File: src/rtl/bzseq_pkg.sv
// ----------------------------------------------------------------------------
// bzseq_pkg
// Types and constants shared by the buzzer tune sequencer: transfer payloads,
// command codes, configuration register indexes and reset values.
// ----------------------------------------------------------------------------
package bzseq_pkg;

    localparam int CFG_IDX_W  = 3;
    localparam int CFG_DATA_W = 29;

    // configuration register indexes
    localparam logic [CFG_IDX_W-1:0] REG_TEMPO           = 3'd0;
    localparam logic [CFG_IDX_W-1:0] REG_TUNE_LENGTH     = 3'd1;
    localparam logic [CFG_IDX_W-1:0] REG_CLOCK_FREQUENCY = 3'd2;
    localparam logic [CFG_IDX_W-1:0] REG_MIN_FREQUENCY   = 3'd3;
    localparam logic [CFG_IDX_W-1:0] REG_MAX_DIVIDER     = 3'd4;

    // register reset values
    localparam logic [15:0] TEMPO_RST           = 16'd500;
    localparam logic [6:0]  TUNE_LENGTH_RST     = 7'd0;
    localparam logic [28:0] CLOCK_FREQUENCY_RST = 29'd80000000;
    localparam logic [15:0] MIN_FREQUENCY_RST   = 16'd40;
    localparam logic [14:0] MAX_DIVIDER_RST     = 15'd64;

    // command codes
    localparam logic [1:0] CMD_TICK  = 2'd0;
    localparam logic [1:0] CMD_WRITE = 2'd1;
    localparam logic [1:0] CMD_START = 2'd2;
    localparam logic [1:0] CMD_BEEP  = 2'd3;

    // shared divider: 24-bit dividend, 17-bit divisor
    localparam int DIV_NUM_W = 24;
    localparam int DIV_DEN_W = 17;

    typedef struct packed {
        logic [1:0]         command;
        logic [5:0]         note_index;
        logic [15:0]        note_frequency;
        logic signed [15:0] note_duration;
    } in_t;

    typedef struct packed {
        logic        tone_on;
        logic [15:0] tone_period;
        logic        playing;
        logic [6:0]  note_position;
    } out_t;

endpackage

File: src/rtl/buzzer_tune_sequencer_unit.sv
// ----------------------------------------------------------------------------
// buzzer_tune_sequencer_unit
// Tick-driven melody player: note store, playback sequencer and one shared
// restoring divider for tone period and note duration.
// ----------------------------------------------------------------------------
// Tick with running countdown, note write and start pass ST_OUT to the output
//   register; playing a note also runs ST_NOTE, the dividers and ST_DUR.
// Throughput: one item at a time; a played note runs the shared 24-step
//   divider up to twice (tone period, then duration), one quotient bit per cycle.
// Reset: configuration registers load their defaults, playback stopped,
//   tone off; note store contents are undefined until written.
module buzzer_tune_sequencer_unit #(
    parameter int TUNE_DEPTH = 64
) (
    input  logic                                 clk,
    input  logic                                 rst_n,
    input  logic                                 cfg_wr_en,
    input  logic [bzseq_pkg::CFG_IDX_W-1:0]      cfg_index,
    input  logic [bzseq_pkg::CFG_DATA_W-1:0]     cfg_data,
    input  logic                                 in_valid,
    output logic                                 in_ready,
    input  bzseq_pkg::in_t                       in_data,
    output logic                                 out_valid,
    input  logic                                 out_ready,
    output bzseq_pkg::out_t                      out_data
);
    import bzseq_pkg::*;

    localparam int AW = $clog2(TUNE_DEPTH);
    localparam int CNT_W = $clog2(DIV_NUM_W);

    localparam logic [2:0] ST_IDLE  = 3'd0;
    localparam logic [2:0] ST_FETCH = 3'd1;
    localparam logic [2:0] ST_NOTE  = 3'd2;
    localparam logic [2:0] ST_PDIV  = 3'd3;
    localparam logic [2:0] ST_DUR   = 3'd4;
    localparam logic [2:0] ST_CDIV  = 3'd5;
    localparam logic [2:0] ST_OUT   = 3'd6;

    // configuration
    logic [15:0] tempo_reg;
    logic [6:0]  tune_length_reg;
    logic [28:0] clock_frequency_reg;
    logic [15:0] min_frequency_reg;
    logic [14:0] max_divider_reg;

    // player state
    logic [2:0]  state_reg, state_next;
    logic [15:0] countdown_reg, countdown_next;
    logic        active_reg, active_next;
    logic [6:0]  position_reg, position_next;
    logic        tone_running_reg, tone_running_next;
    logic [15:0] period_value_reg, period_value_next;
    logic [15:0] note_f_reg, note_f_next;
    logic [15:0] note_d_reg, note_d_next;

    // shared divider
    logic [DIV_NUM_W-1:0] div_num_reg, div_num_next;
    logic [DIV_DEN_W-1:0] div_den_reg, div_den_next;
    logic [DIV_DEN_W-1:0] div_rem_reg, div_rem_next;
    logic [CNT_W-1:0]     div_cnt_reg, div_cnt_next;
    logic [DIV_DEN_W:0]   div_trial;
    logic                 div_bit;
    logic [DIV_DEN_W-1:0] div_rem_step;
    logic [DIV_NUM_W-1:0] div_q_step;
    logic [15:0]          div_q_sat;

    // output register
    logic  out_valid_reg, out_valid_next;
    out_t  out_data_reg, out_data_next;

    // note store
    logic [31:0] mem [TUNE_DEPTH];
    logic [31:0] mem_rd_reg;
    logic        mem_we;

    logic        in_xfer;
    logic [15:0] freq_clamped;
    logic [15:0] dot_mag;
    logic [17:0] tempo_x3;
    logic        can_play;

    assign in_ready  = (state_reg == ST_IDLE);
    assign in_xfer   = in_valid && in_ready;
    assign out_valid = out_valid_reg;
    assign out_data  = out_data_reg;

    assign mem_we = in_xfer && (in_data.command == CMD_WRITE)
                    && (32'(in_data.note_index) < TUNE_DEPTH);

    always_ff @(posedge clk)
    begin
        if (mem_we)
        begin
            mem[AW'(in_data.note_index)] <= {in_data.note_frequency, in_data.note_duration};
        end
        mem_rd_reg <= mem[AW'(position_reg)];
    end

    // one restoring division step
    assign div_trial    = {div_rem_reg, div_num_reg[DIV_NUM_W-1]};
    assign div_bit      = (div_trial >= {1'b0, div_den_reg});
    assign div_rem_step = div_bit ? DIV_DEN_W'(div_trial - {1'b0, div_den_reg})
                                  : div_trial[DIV_DEN_W-1:0];
    assign div_q_step   = {div_num_reg[DIV_NUM_W-2:0], div_bit};
    assign div_q_sat    = (div_q_step[DIV_NUM_W-1:16] != '0) ? 16'hFFFF : div_q_step[15:0];

    assign freq_clamped = (note_f_reg < min_frequency_reg) ? min_frequency_reg : note_f_reg;
    assign dot_mag      = 16'(~note_d_reg + 16'd1);
    assign tempo_x3     = {1'b0, tempo_reg, 1'b0} + {2'b00, tempo_reg};
    assign can_play     = active_reg && (position_reg < tune_length_reg)
                          && (32'(position_reg) < TUNE_DEPTH);

    always_comb
    begin
        state_next        = state_reg;
        countdown_next    = countdown_reg;
        active_next       = active_reg;
        position_next     = position_reg;
        tone_running_next = tone_running_reg;
        period_value_next = period_value_reg;
        note_f_next       = note_f_reg;
        note_d_next       = note_d_reg;
        div_num_next      = div_num_reg;
        div_den_next      = div_den_reg;
        div_rem_next      = div_rem_reg;
        div_cnt_next      = div_cnt_reg;
        out_valid_next    = out_valid_reg && !out_ready;
        out_data_next     = out_data_reg;

        case (state_reg)
            ST_IDLE:
            begin
                if (in_xfer)
                begin
                    state_next = ST_OUT;
                    case (in_data.command)
                        CMD_TICK:
                        begin
                            if (countdown_reg != 16'd0)
                            begin
                                countdown_next = countdown_reg - 16'd1;
                            end
                            else if (can_play)
                            begin
                                state_next = ST_FETCH;
                            end
                            else
                            begin
                                position_next     = 7'd0;
                                active_next       = 1'b0;
                                tone_running_next = 1'b0;
                            end
                        end
                        CMD_WRITE:
                        begin
                            state_next = ST_OUT;
                        end
                        CMD_START:
                        begin
                            position_next = 7'd0;
                            active_next   = 1'b1;
                        end
                        default:
                        begin
                            note_f_next = in_data.note_frequency;
                            note_d_next = in_data.note_duration;
                            state_next  = ST_NOTE;
                        end
                    endcase
                end
            end
            ST_FETCH:
            begin
                note_f_next   = mem_rd_reg[31:16];
                note_d_next   = mem_rd_reg[15:0];
                position_next = position_reg + 7'd1;
                state_next    = ST_NOTE;
            end
            ST_NOTE:
            begin
                if (note_f_reg == 16'd0)
                begin
                    tone_running_next = 1'b0;
                    state_next        = ST_DUR;
                end
                else
                begin
                    // clock / (32 * f) == (clock >> 5) / f
                    div_num_next = clock_frequency_reg[28:5];
                    div_den_next = {1'b0, freq_clamped};
                    div_rem_next = '0;
                    div_cnt_next = CNT_W'(DIV_NUM_W - 1);
                    state_next   = ST_PDIV;
                end
            end
            ST_PDIV:
            begin
                div_num_next = div_q_step;
                div_rem_next = div_rem_step;
                div_cnt_next = div_cnt_reg - CNT_W'(1);
                if (div_cnt_reg == '0)
                begin
                    period_value_next = div_q_sat;
                    tone_running_next = 1'b1;
                    state_next        = ST_DUR;
                end
            end
            ST_DUR:
            begin
                div_rem_next = '0;
                div_cnt_next = CNT_W'(DIV_NUM_W - 1);
                if (note_d_reg == 16'd0)
                begin
                    countdown_next = 16'd0;
                    state_next     = ST_OUT;
                end
                else if (!note_d_reg[15])
                begin
                    if (note_d_reg[14:0] <= max_divider_reg)
                    begin
                        div_num_next = DIV_NUM_W'(tempo_reg);
                        div_den_next = DIV_DEN_W'(note_d_reg);
                        state_next   = ST_CDIV;
                    end
                    else
                    begin
                        // above max divider: duration in milliseconds
                        countdown_next = note_d_reg;
                        state_next     = ST_OUT;
                    end
                end
                else
                begin
                    // dotted note: 3 * tempo / (2 * |d|)
                    div_num_next = DIV_NUM_W'(tempo_x3);
                    div_den_next = {dot_mag, 1'b0};
                    state_next   = ST_CDIV;
                end
            end
            ST_CDIV:
            begin
                div_num_next = div_q_step;
                div_rem_next = div_rem_step;
                div_cnt_next = div_cnt_reg - CNT_W'(1);
                if (div_cnt_reg == '0)
                begin
                    countdown_next = div_q_sat;
                    state_next     = ST_OUT;
                end
            end
            ST_OUT:
            begin
                if (!out_valid_reg || out_ready)
                begin
                    out_valid_next              = 1'b1;
                    out_data_next.tone_on       = tone_running_reg;
                    out_data_next.tone_period   = tone_running_reg ? period_value_reg : 16'd0;
                    out_data_next.playing       = active_reg;
                    out_data_next.note_position = position_reg;
                    state_next                  = ST_IDLE;
                end
            end
            default:
            begin
                state_next = ST_IDLE;
            end
        endcase
    end

    always_ff @(posedge clk or negedge rst_n)
    begin
        if (!rst_n)
        begin
            tempo_reg           <= TEMPO_RST;
            tune_length_reg     <= TUNE_LENGTH_RST;
            clock_frequency_reg <= CLOCK_FREQUENCY_RST;
            min_frequency_reg   <= MIN_FREQUENCY_RST;
            max_divider_reg     <= MAX_DIVIDER_RST;
            state_reg           <= ST_IDLE;
            countdown_reg       <= 16'd0;
            active_reg          <= 1'b0;
            position_reg        <= 7'd0;
            tone_running_reg    <= 1'b0;
            period_value_reg    <= 16'd0;
            div_cnt_reg         <= '0;
            out_valid_reg       <= 1'b0;
        end
        else
        begin
            if (cfg_wr_en)
            begin
                case (cfg_index)
                    REG_TEMPO:           tempo_reg           <= cfg_data[15:0];
                    REG_TUNE_LENGTH:     tune_length_reg     <= cfg_data[6:0];
                    REG_CLOCK_FREQUENCY: clock_frequency_reg <= cfg_data[28:0];
                    REG_MIN_FREQUENCY:   min_frequency_reg   <= cfg_data[15:0];
                    REG_MAX_DIVIDER:     max_divider_reg     <= cfg_data[14:0];
                    default:             ;
                endcase
            end
            state_reg        <= state_next;
            countdown_reg    <= countdown_next;
            active_reg       <= active_next;
            position_reg     <= position_next;
            tone_running_reg <= tone_running_next;
            period_value_reg <= period_value_next;
            div_cnt_reg      <= div_cnt_next;
            out_valid_reg    <= out_valid_next;
        end
    end

    // payload registers
    always_ff @(posedge clk)
    begin
        note_f_reg   <= note_f_next;
        note_d_reg   <= note_d_next;
        div_num_reg  <= div_num_next;
        div_den_reg  <= div_den_next;
        div_rem_reg  <= div_rem_next;
        out_data_reg <= out_data_next;
    end

    // every transfer takes the sequencer out of idle in the next cycle
    a_busy_after_xfer: assert property (@(posedge clk) disable iff (!rst_n)
        in_xfer |=> !in_ready)
        else $error("accepted item did not occupy the sequencer");

    // playback stopped always leaves the position at the start
    a_idle_position: assert property (@(posedge clk) disable iff (!rst_n)
        !active_reg |-> (position_reg == 7'd0))
        else $error("position nonzero while not playing");

    a_position_range: assert property (@(posedge clk) disable iff (!rst_n)
        32'(position_reg) <= TUNE_DEPTH)
        else $error("position beyond note store");

    // silent tone shows zero period
    a_silent_period: assert property (@(posedge clk) disable iff (!rst_n)
        out_valid_reg |-> (out_data_reg.tone_on || (out_data_reg.tone_period == 16'd0)))
        else $error("period shown while tone is off");

endmodule

File: config.mk
export PLATFORM = sky130hd
export DESIGN_NAME = buzzer_tune_sequencer_unit
export DESIGN_NICKNAME = d
export VERILOG_FILES = /design/src/rtl/bzseq_pkg.sv /design/src/rtl/buzzer_tune_sequencer_unit.sv
export SDC_FILE = /design/constraint.sdc
export NUM_CORES = 2
export LEC_CHECK = 0
export BUFFER_PORTS_ARGS = -buffer_cell sky130_fd_sc_hd__buf_2
export CELL_PAD_IN_SITES_DETAIL_PLACEMENT = 0
export CELL_PAD_IN_SITES_GLOBAL_PLACEMENT = 1
export CORE_AREA = 2 2 394 435
export CTS_BUF_LIST = sky130_fd_sc_hd__clkbuf_4 sky130_fd_sc_hd__clkbuf_8
export CTS_CLUSTER_DIAMETER = 150
export DETAILED_ROUTE_END_ITERATION = 8
export DIE_AREA = 0 0 396 437
export GPL_ROUTABILITY_DRIVEN = 0
export PLACE_DENSITY = 0.86
export SLEW_MARGIN = 20
export SYNTH_ARGS = -nofsm -noshare
export SYNTH_HDL_FRONTEND = slang
export SYNTH_SLANG_ARGS = --single-unit
File: constraint.sdc
create_clock -name clk -period 8.75 [get_ports clk]
set_input_delay 0 -clock clk [delete_from_list [all_inputs] [get_ports clk]]
set_output_delay 0 -clock clk [all_outputs]
set_load 0.05 [all_outputs]
==> run_summary.xml <==
<?xml version="1.0" encoding="UTF-8"?>
<metrics>
  <group name="worst_hold_path">
    <metric name="timing.hold.worst.class" unit="">in2reg</metric>
    <metric name="number_of_cells_on_the_worst_hold_path" unit="">2</metric>
  </group>
  <group name="logic_synthesis">
    <metric name="synth_top_area_share" unit="%">70.6</metric>
    <metric name="synth.net_count" unit="">4561</metric>
    <metric name="synth.yosys.seq_area_share" unit="%">74.7</metric>
    <metric name="synthDistinctLibCells" unit="">77</metric>
    <metric name="syn_inst" unit="">4403</metric>
    <metric name="netlist_area" unit="µm²">92100</metric>
    <metric name="most_area_hungry_cell_type_in_the_yosys_netlist" unit="">sky130_fd_sc_hd__edfxtp_1</metric>
    <metric name="ys_seq_elements" unit="">2323</metric>
    <metric name="synth.area.top_cells" unit="">sky130_fd_sc_hd__edfxtp_1 (71%), sky130_fd_sc_hd__mux4_2 (15%), sky130_fd_sc_hd__dfrtp_1 (3.0%)</metric>
    <metric name="synth.avg_cell_area" unit="µm²">20.9</metric>
    <metric name="synth-edff-count" unit="">2163</metric>
    <metric name="most_frequently_used_flop_master_after_synthesis" unit="">sky130_fd_sc_hd__edfxtp_1</metric>
    <metric name="synth-async-reset-ratio" unit="%">5.51</metric>
    <metric name="synthMostInstantiatedCell" unit="">sky130_fd_sc_hd__edfxtp_1</metric>
    <metric name="leading_post_synthesis_cells_by_instance_count" unit="">sky130_fd_sc_hd__edfxtp_1 (2163), sky130_fd_sc_hd__mux4_2 (633), sky130_fd_sc_hd__nor2_1 (195)</metric>
    <metric name="ys.warnings.count" unit="">0</metric>
  </group>
  <group name="placed_design">
    <metric name="post_dp_cell_area" unit="µm²">96300</metric>
    <metric name="port_buffers" unit="">103</metric>
    <metric name="detailed_placer_s_ending_hpwl" unit="µm">131000</metric>
  </group>
  <group name="timing">
    <metric name="maxSlewViolCount" unit="">0</metric>
    <metric name="grt_setup_unrepaired" unit="">no</metric>
    <metric name="fmax" unit="MHz">235</metric>
    <metric name="slew-limit-headroom" unit="%">24.2</metric>
    <metric name="worst_pin_slew" unit="ns">1.13</metric>
    <metric name="timing.setup.tns" unit="ns">0</metric>
    <metric name="final_hold_violations" unit="">0</metric>
    <metric name="worst_clock_skew" unit="ns">0.126</metric>
    <metric name="min_period" unit="ns">4.26</metric>
    <metric name="finalCritPeriodShare" unit="%">48.7</metric>
    <metric name="setup_viol" unit="">0</metric>
  </group>
  <group name="worst_setup_path">
    <metric name="timing.critical_path.arrival" unit="ns">4.95</metric>
    <metric name="timing_worst_setup_path_type" unit="">reg2reg</metric>
    <metric name="r2r_cells" unit="">9</metric>
    <metric name="path_max_fanout" unit="">27</metric>
    <metric name="cp_data_required_time" unit="ns">9.44</metric>
    <metric name="critPathCaptureType" unit="">flip-flop</metric>
    <metric name="worst_setup_path_start_kind" unit="">flip-flop</metric>
  </group>
  <group name="die">
    <metric name="dieHeight" unit="µm">437</metric>
    <metric name="core.rowCount" unit="">158</metric>
    <metric name="fp.dieArea" unit="µm²">173000</metric>
    <metric name="fp.coreArea" unit="µm²">168000</metric>
    <metric name="start_util" unit="%">54.7</metric>
    <metric name="floorplan.die.width" unit="µm">396</metric>
    <metric name="boundaryPins" unit="">104</metric>
  </group>
  <group name="cells_and_area">
    <metric name="fin_nets" unit="">5090</metric>
    <metric name="fin_util" unit="%">62.5</metric>
    <metric name="flip_flop_count_of_the_largest_register_after_layout" unit="">2048</metric>
    <metric name="post_route_cells_drive_above_1_share" unit="%">31.9</metric>
    <metric name="areaGrowthSynthToFinish" unit="%">14.1</metric>
    <metric name="final_cell_area" unit="µm²">105000</metric>
  </group>
  <group name="cts">
    <metric name="cts_hold_buf" unit="">138</metric>
    <metric name="worst_setup_hold_path_clk_slew" unit="ns">0.06</metric>
    <metric name="cts_setup_buffers" unit="">0</metric>
    <metric name="htree_num_levels" unit="">5</metric>
    <metric name="clk_root_buffer_cell" unit="">sky130_fd_sc_hd__clkbuf_8</metric>
    <metric name="tritoncts" unit="">built</metric>
    <metric name="cts.sinks" unit="">2323</metric>
    <metric name="cts_inserted_buffers" unit="">367</metric>
    <metric name="postCtsResizedCells" unit="">0</metric>
    <metric name="max-clock-path-buffers" unit="">4</metric>
    <metric name="clock_insertion_delay_worst_skew" unit="ns">1.11</metric>
  </group>
  <group name="global_route">
    <metric name="grt_start_max_net_pins" unit="">135</metric>
    <metric name="grt_pass1_wl" unit="µm">340000</metric>
    <metric name="globalRouteOverflowTotal" unit="">0</metric>
    <metric name="grt.total_usage" unit="%">27.5</metric>
    <metric name="via_count_of_the_first_global_routing_pass" unit="">48800</metric>
    <metric name="antenna_violations_before_repair" unit="">9</metric>
  </group>
  <group name="routing">
    <metric name="route.antenna.remaining_nets" unit="">0</metric>
    <metric name="drt_pass1_iterations" unit="">6</metric>
    <metric name="number_of_vias_per_cell_after_detailed_routing" unit="">6.44</metric>
    <metric name="drc_errors" unit="">0</metric>
    <metric name="drt_first_iter_violations" unit="">6677</metric>
    <metric name="wl_final" unit="µm">236000</metric>
    <metric name="num_vias" unit="">48100</metric>
    <metric name="wire_per_inst" unit="µm">31.6</metric>
  </group>
  <group name="pwr">
    <metric name="ir_worst_vdd" unit="mV">0.313</metric>
    <metric name="total_leakage_power" unit="µW">0.0342</metric>
    <metric name="power_density" unit="nW/µm²">306</metric>
  </group>
  <group name="flow_run">
    <metric name="drv.max_cap_violation_count" unit="">0</metric>
  </group>
  <group name="status">
    <metric name="run_status" unit="">complete, no violations</metric>
  </group>
</metrics>
==> cell usage in the layout, fill, tap and decap left out, types with 22 or more instances in the layout <==
| cell | Yosys | layout |
|---|---|---|
| sky130_fd_sc_hd__edfxtp_1 | 2163 | 2163 |
| sky130_fd_sc_hd__mux4_2 | 633 | 633 |
| sky130_fd_sc_hd__clkbuf_8 | 0 | 394 |
| sky130_fd_sc_hd__dlygate4sd3_1 | 0 | 137 |
| sky130_fd_sc_hd__nand2_1 | 128 | 128 |
| sky130_fd_sc_hd__nor2_1 | 195 | 127 |
| sky130_fd_sc_hd__buf_4 | 5 | 125 |
| sky130_fd_sc_hd__dfrtp_1 | 111 | 106 |
| sky130_fd_sc_hd__o21ai_0 | 104 | 103 |
| sky130_fd_sc_hd__buf_2 | 73 | 99 |
| sky130_fd_sc_hd__clkbuf_4 | 0 | 95 |
| sky130_fd_sc_hd__mux2_2 | 89 | 89 |
| sky130_fd_sc_hd__a21oi_1 | 85 | 85 |
| sky130_fd_sc_hd__inv_1 | 79 | 79 |
| sky130_fd_sc_hd__ha_1 | 79 | 79 |
| sky130_fd_sc_hd__clkinv_1 | 0 | 78 |
| sky130_fd_sc_hd__nor2_4 | 0 | 65 |
| sky130_fd_sc_hd__clkinv_2 | 0 | 58 |
| sky130_fd_sc_hd__a22oi_1 | 42 | 42 |
| sky130_fd_sc_hd__o22ai_1 | 41 | 41 |
| sky130_fd_sc_hd__dfxtp_1 | 32 | 32 |
| sky130_fd_sc_hd__mux2i_1 | 28 | 28 |
| sky130_fd_sc_hd__a211oi_1 | 26 | 26 |
| sky130_fd_sc_hd__xor2_1 | 22 | 22 |
==> through the flow <==
step / total power [µW] / hold slack, ns / cells / worst slack, ns
2_1_floorplan: 19900 / -0.296 / 4403 / 5.39
3_3_place_gp: 22800 / 0.0476 / 6657 / 4.44
3_5_place_dp: 22900 / 0.0472 / 6665 / 4.42
4_1_cts: 32200 / 0.0000890 / 7462 / 4.47
5_1_grt: 33300 / 0.0139 / 7466 / 4.23
6_report: 32200 / 0.0368 / 7468 / 4.49
==> cell type report <==
class / count / area (µm²)
well taps: 2240 / 2800
repair buffers: 381 / 3260
multi-input cells: 1780 / 22500
clock buffers: 489 / 6140
inverters: 79 / 297
clock inverters: 170 / 1260
fillers: 10800 / 63100
diodes: 6 / 15.0
flip-flops and latches: 2323 / 68800
==> logic make-up after synthesis <==
logic type / count (synthesis) / share of synthesized area (%)
DFF: 2323 / 74.7
muxes: 750 / 16.9
and+or+nand+nor: 488 / 2.45
AOI/OAI and AO/OA: 418 / 3.00
buffers and inverters: 300 / 1.39
adders and majority gates: 81 / 1.12
xor gates and xnor gates: 43 / 0.409
==> final timing paths <==
path	from	endpoint	slack (ns)
setup / recovery	state_reg[2]	mem[20][9]	4.49
hold reg to reg	div_cnt_reg[0]	div_cnt_reg[0]	0.50
min in group asynchronous	rst_n	period_value_reg[3]	0.10
hold / removal	in_data[31]	mem[22][31]	0.04
max in group asynchronous	rst_n	min_frequency_reg[0]	7.81
setup reg to reg	state_reg[2]	mem[20][9]	4.49
==> power breakdown <==
group | internal (µW) | switching [µW] | leakage (µW) | total [µW]
Sequential | 12800 | 656 | 0.0213 | 13500
Combinational | 4240 | 5200 | 0.00897 | 9440
Clock | 5100 | 4200 | 0.00390 | 9300
==> critical path: stages (launching register included) <==
cell	delay, ns
sky130_fd_sc_hd__dfrtp_1	0.67
sky130_fd_sc_hd__nor2_1	0.35
sky130_fd_sc_hd__and3_1	0.48
sky130_fd_sc_hd__nand2_1	0.10
sky130_fd_sc_hd__nor2_1	0.27
sky130_fd_sc_hd__nand3b_1	0.11
sky130_fd_sc_hd__dlygate4sd3_1	0.57
sky130_fd_sc_hd__buf_4	0.22
sky130_fd_sc_hd__nor2_4	0.26
sky130_fd_sc_hd__dlygate4sd3_1	0.85
==> per-layer routing <==
layer  part of all wire (%)  up-vias  global-route usage, %
met5                  0.014        -                      0
met4                    5.3        6                   12.8
met3                     11      558                   6.17
met2                     49     3229                   44.1
met1                     35    24800                   36.1
li1                       -    19500                      -
(Power assumes the default switching activity.)
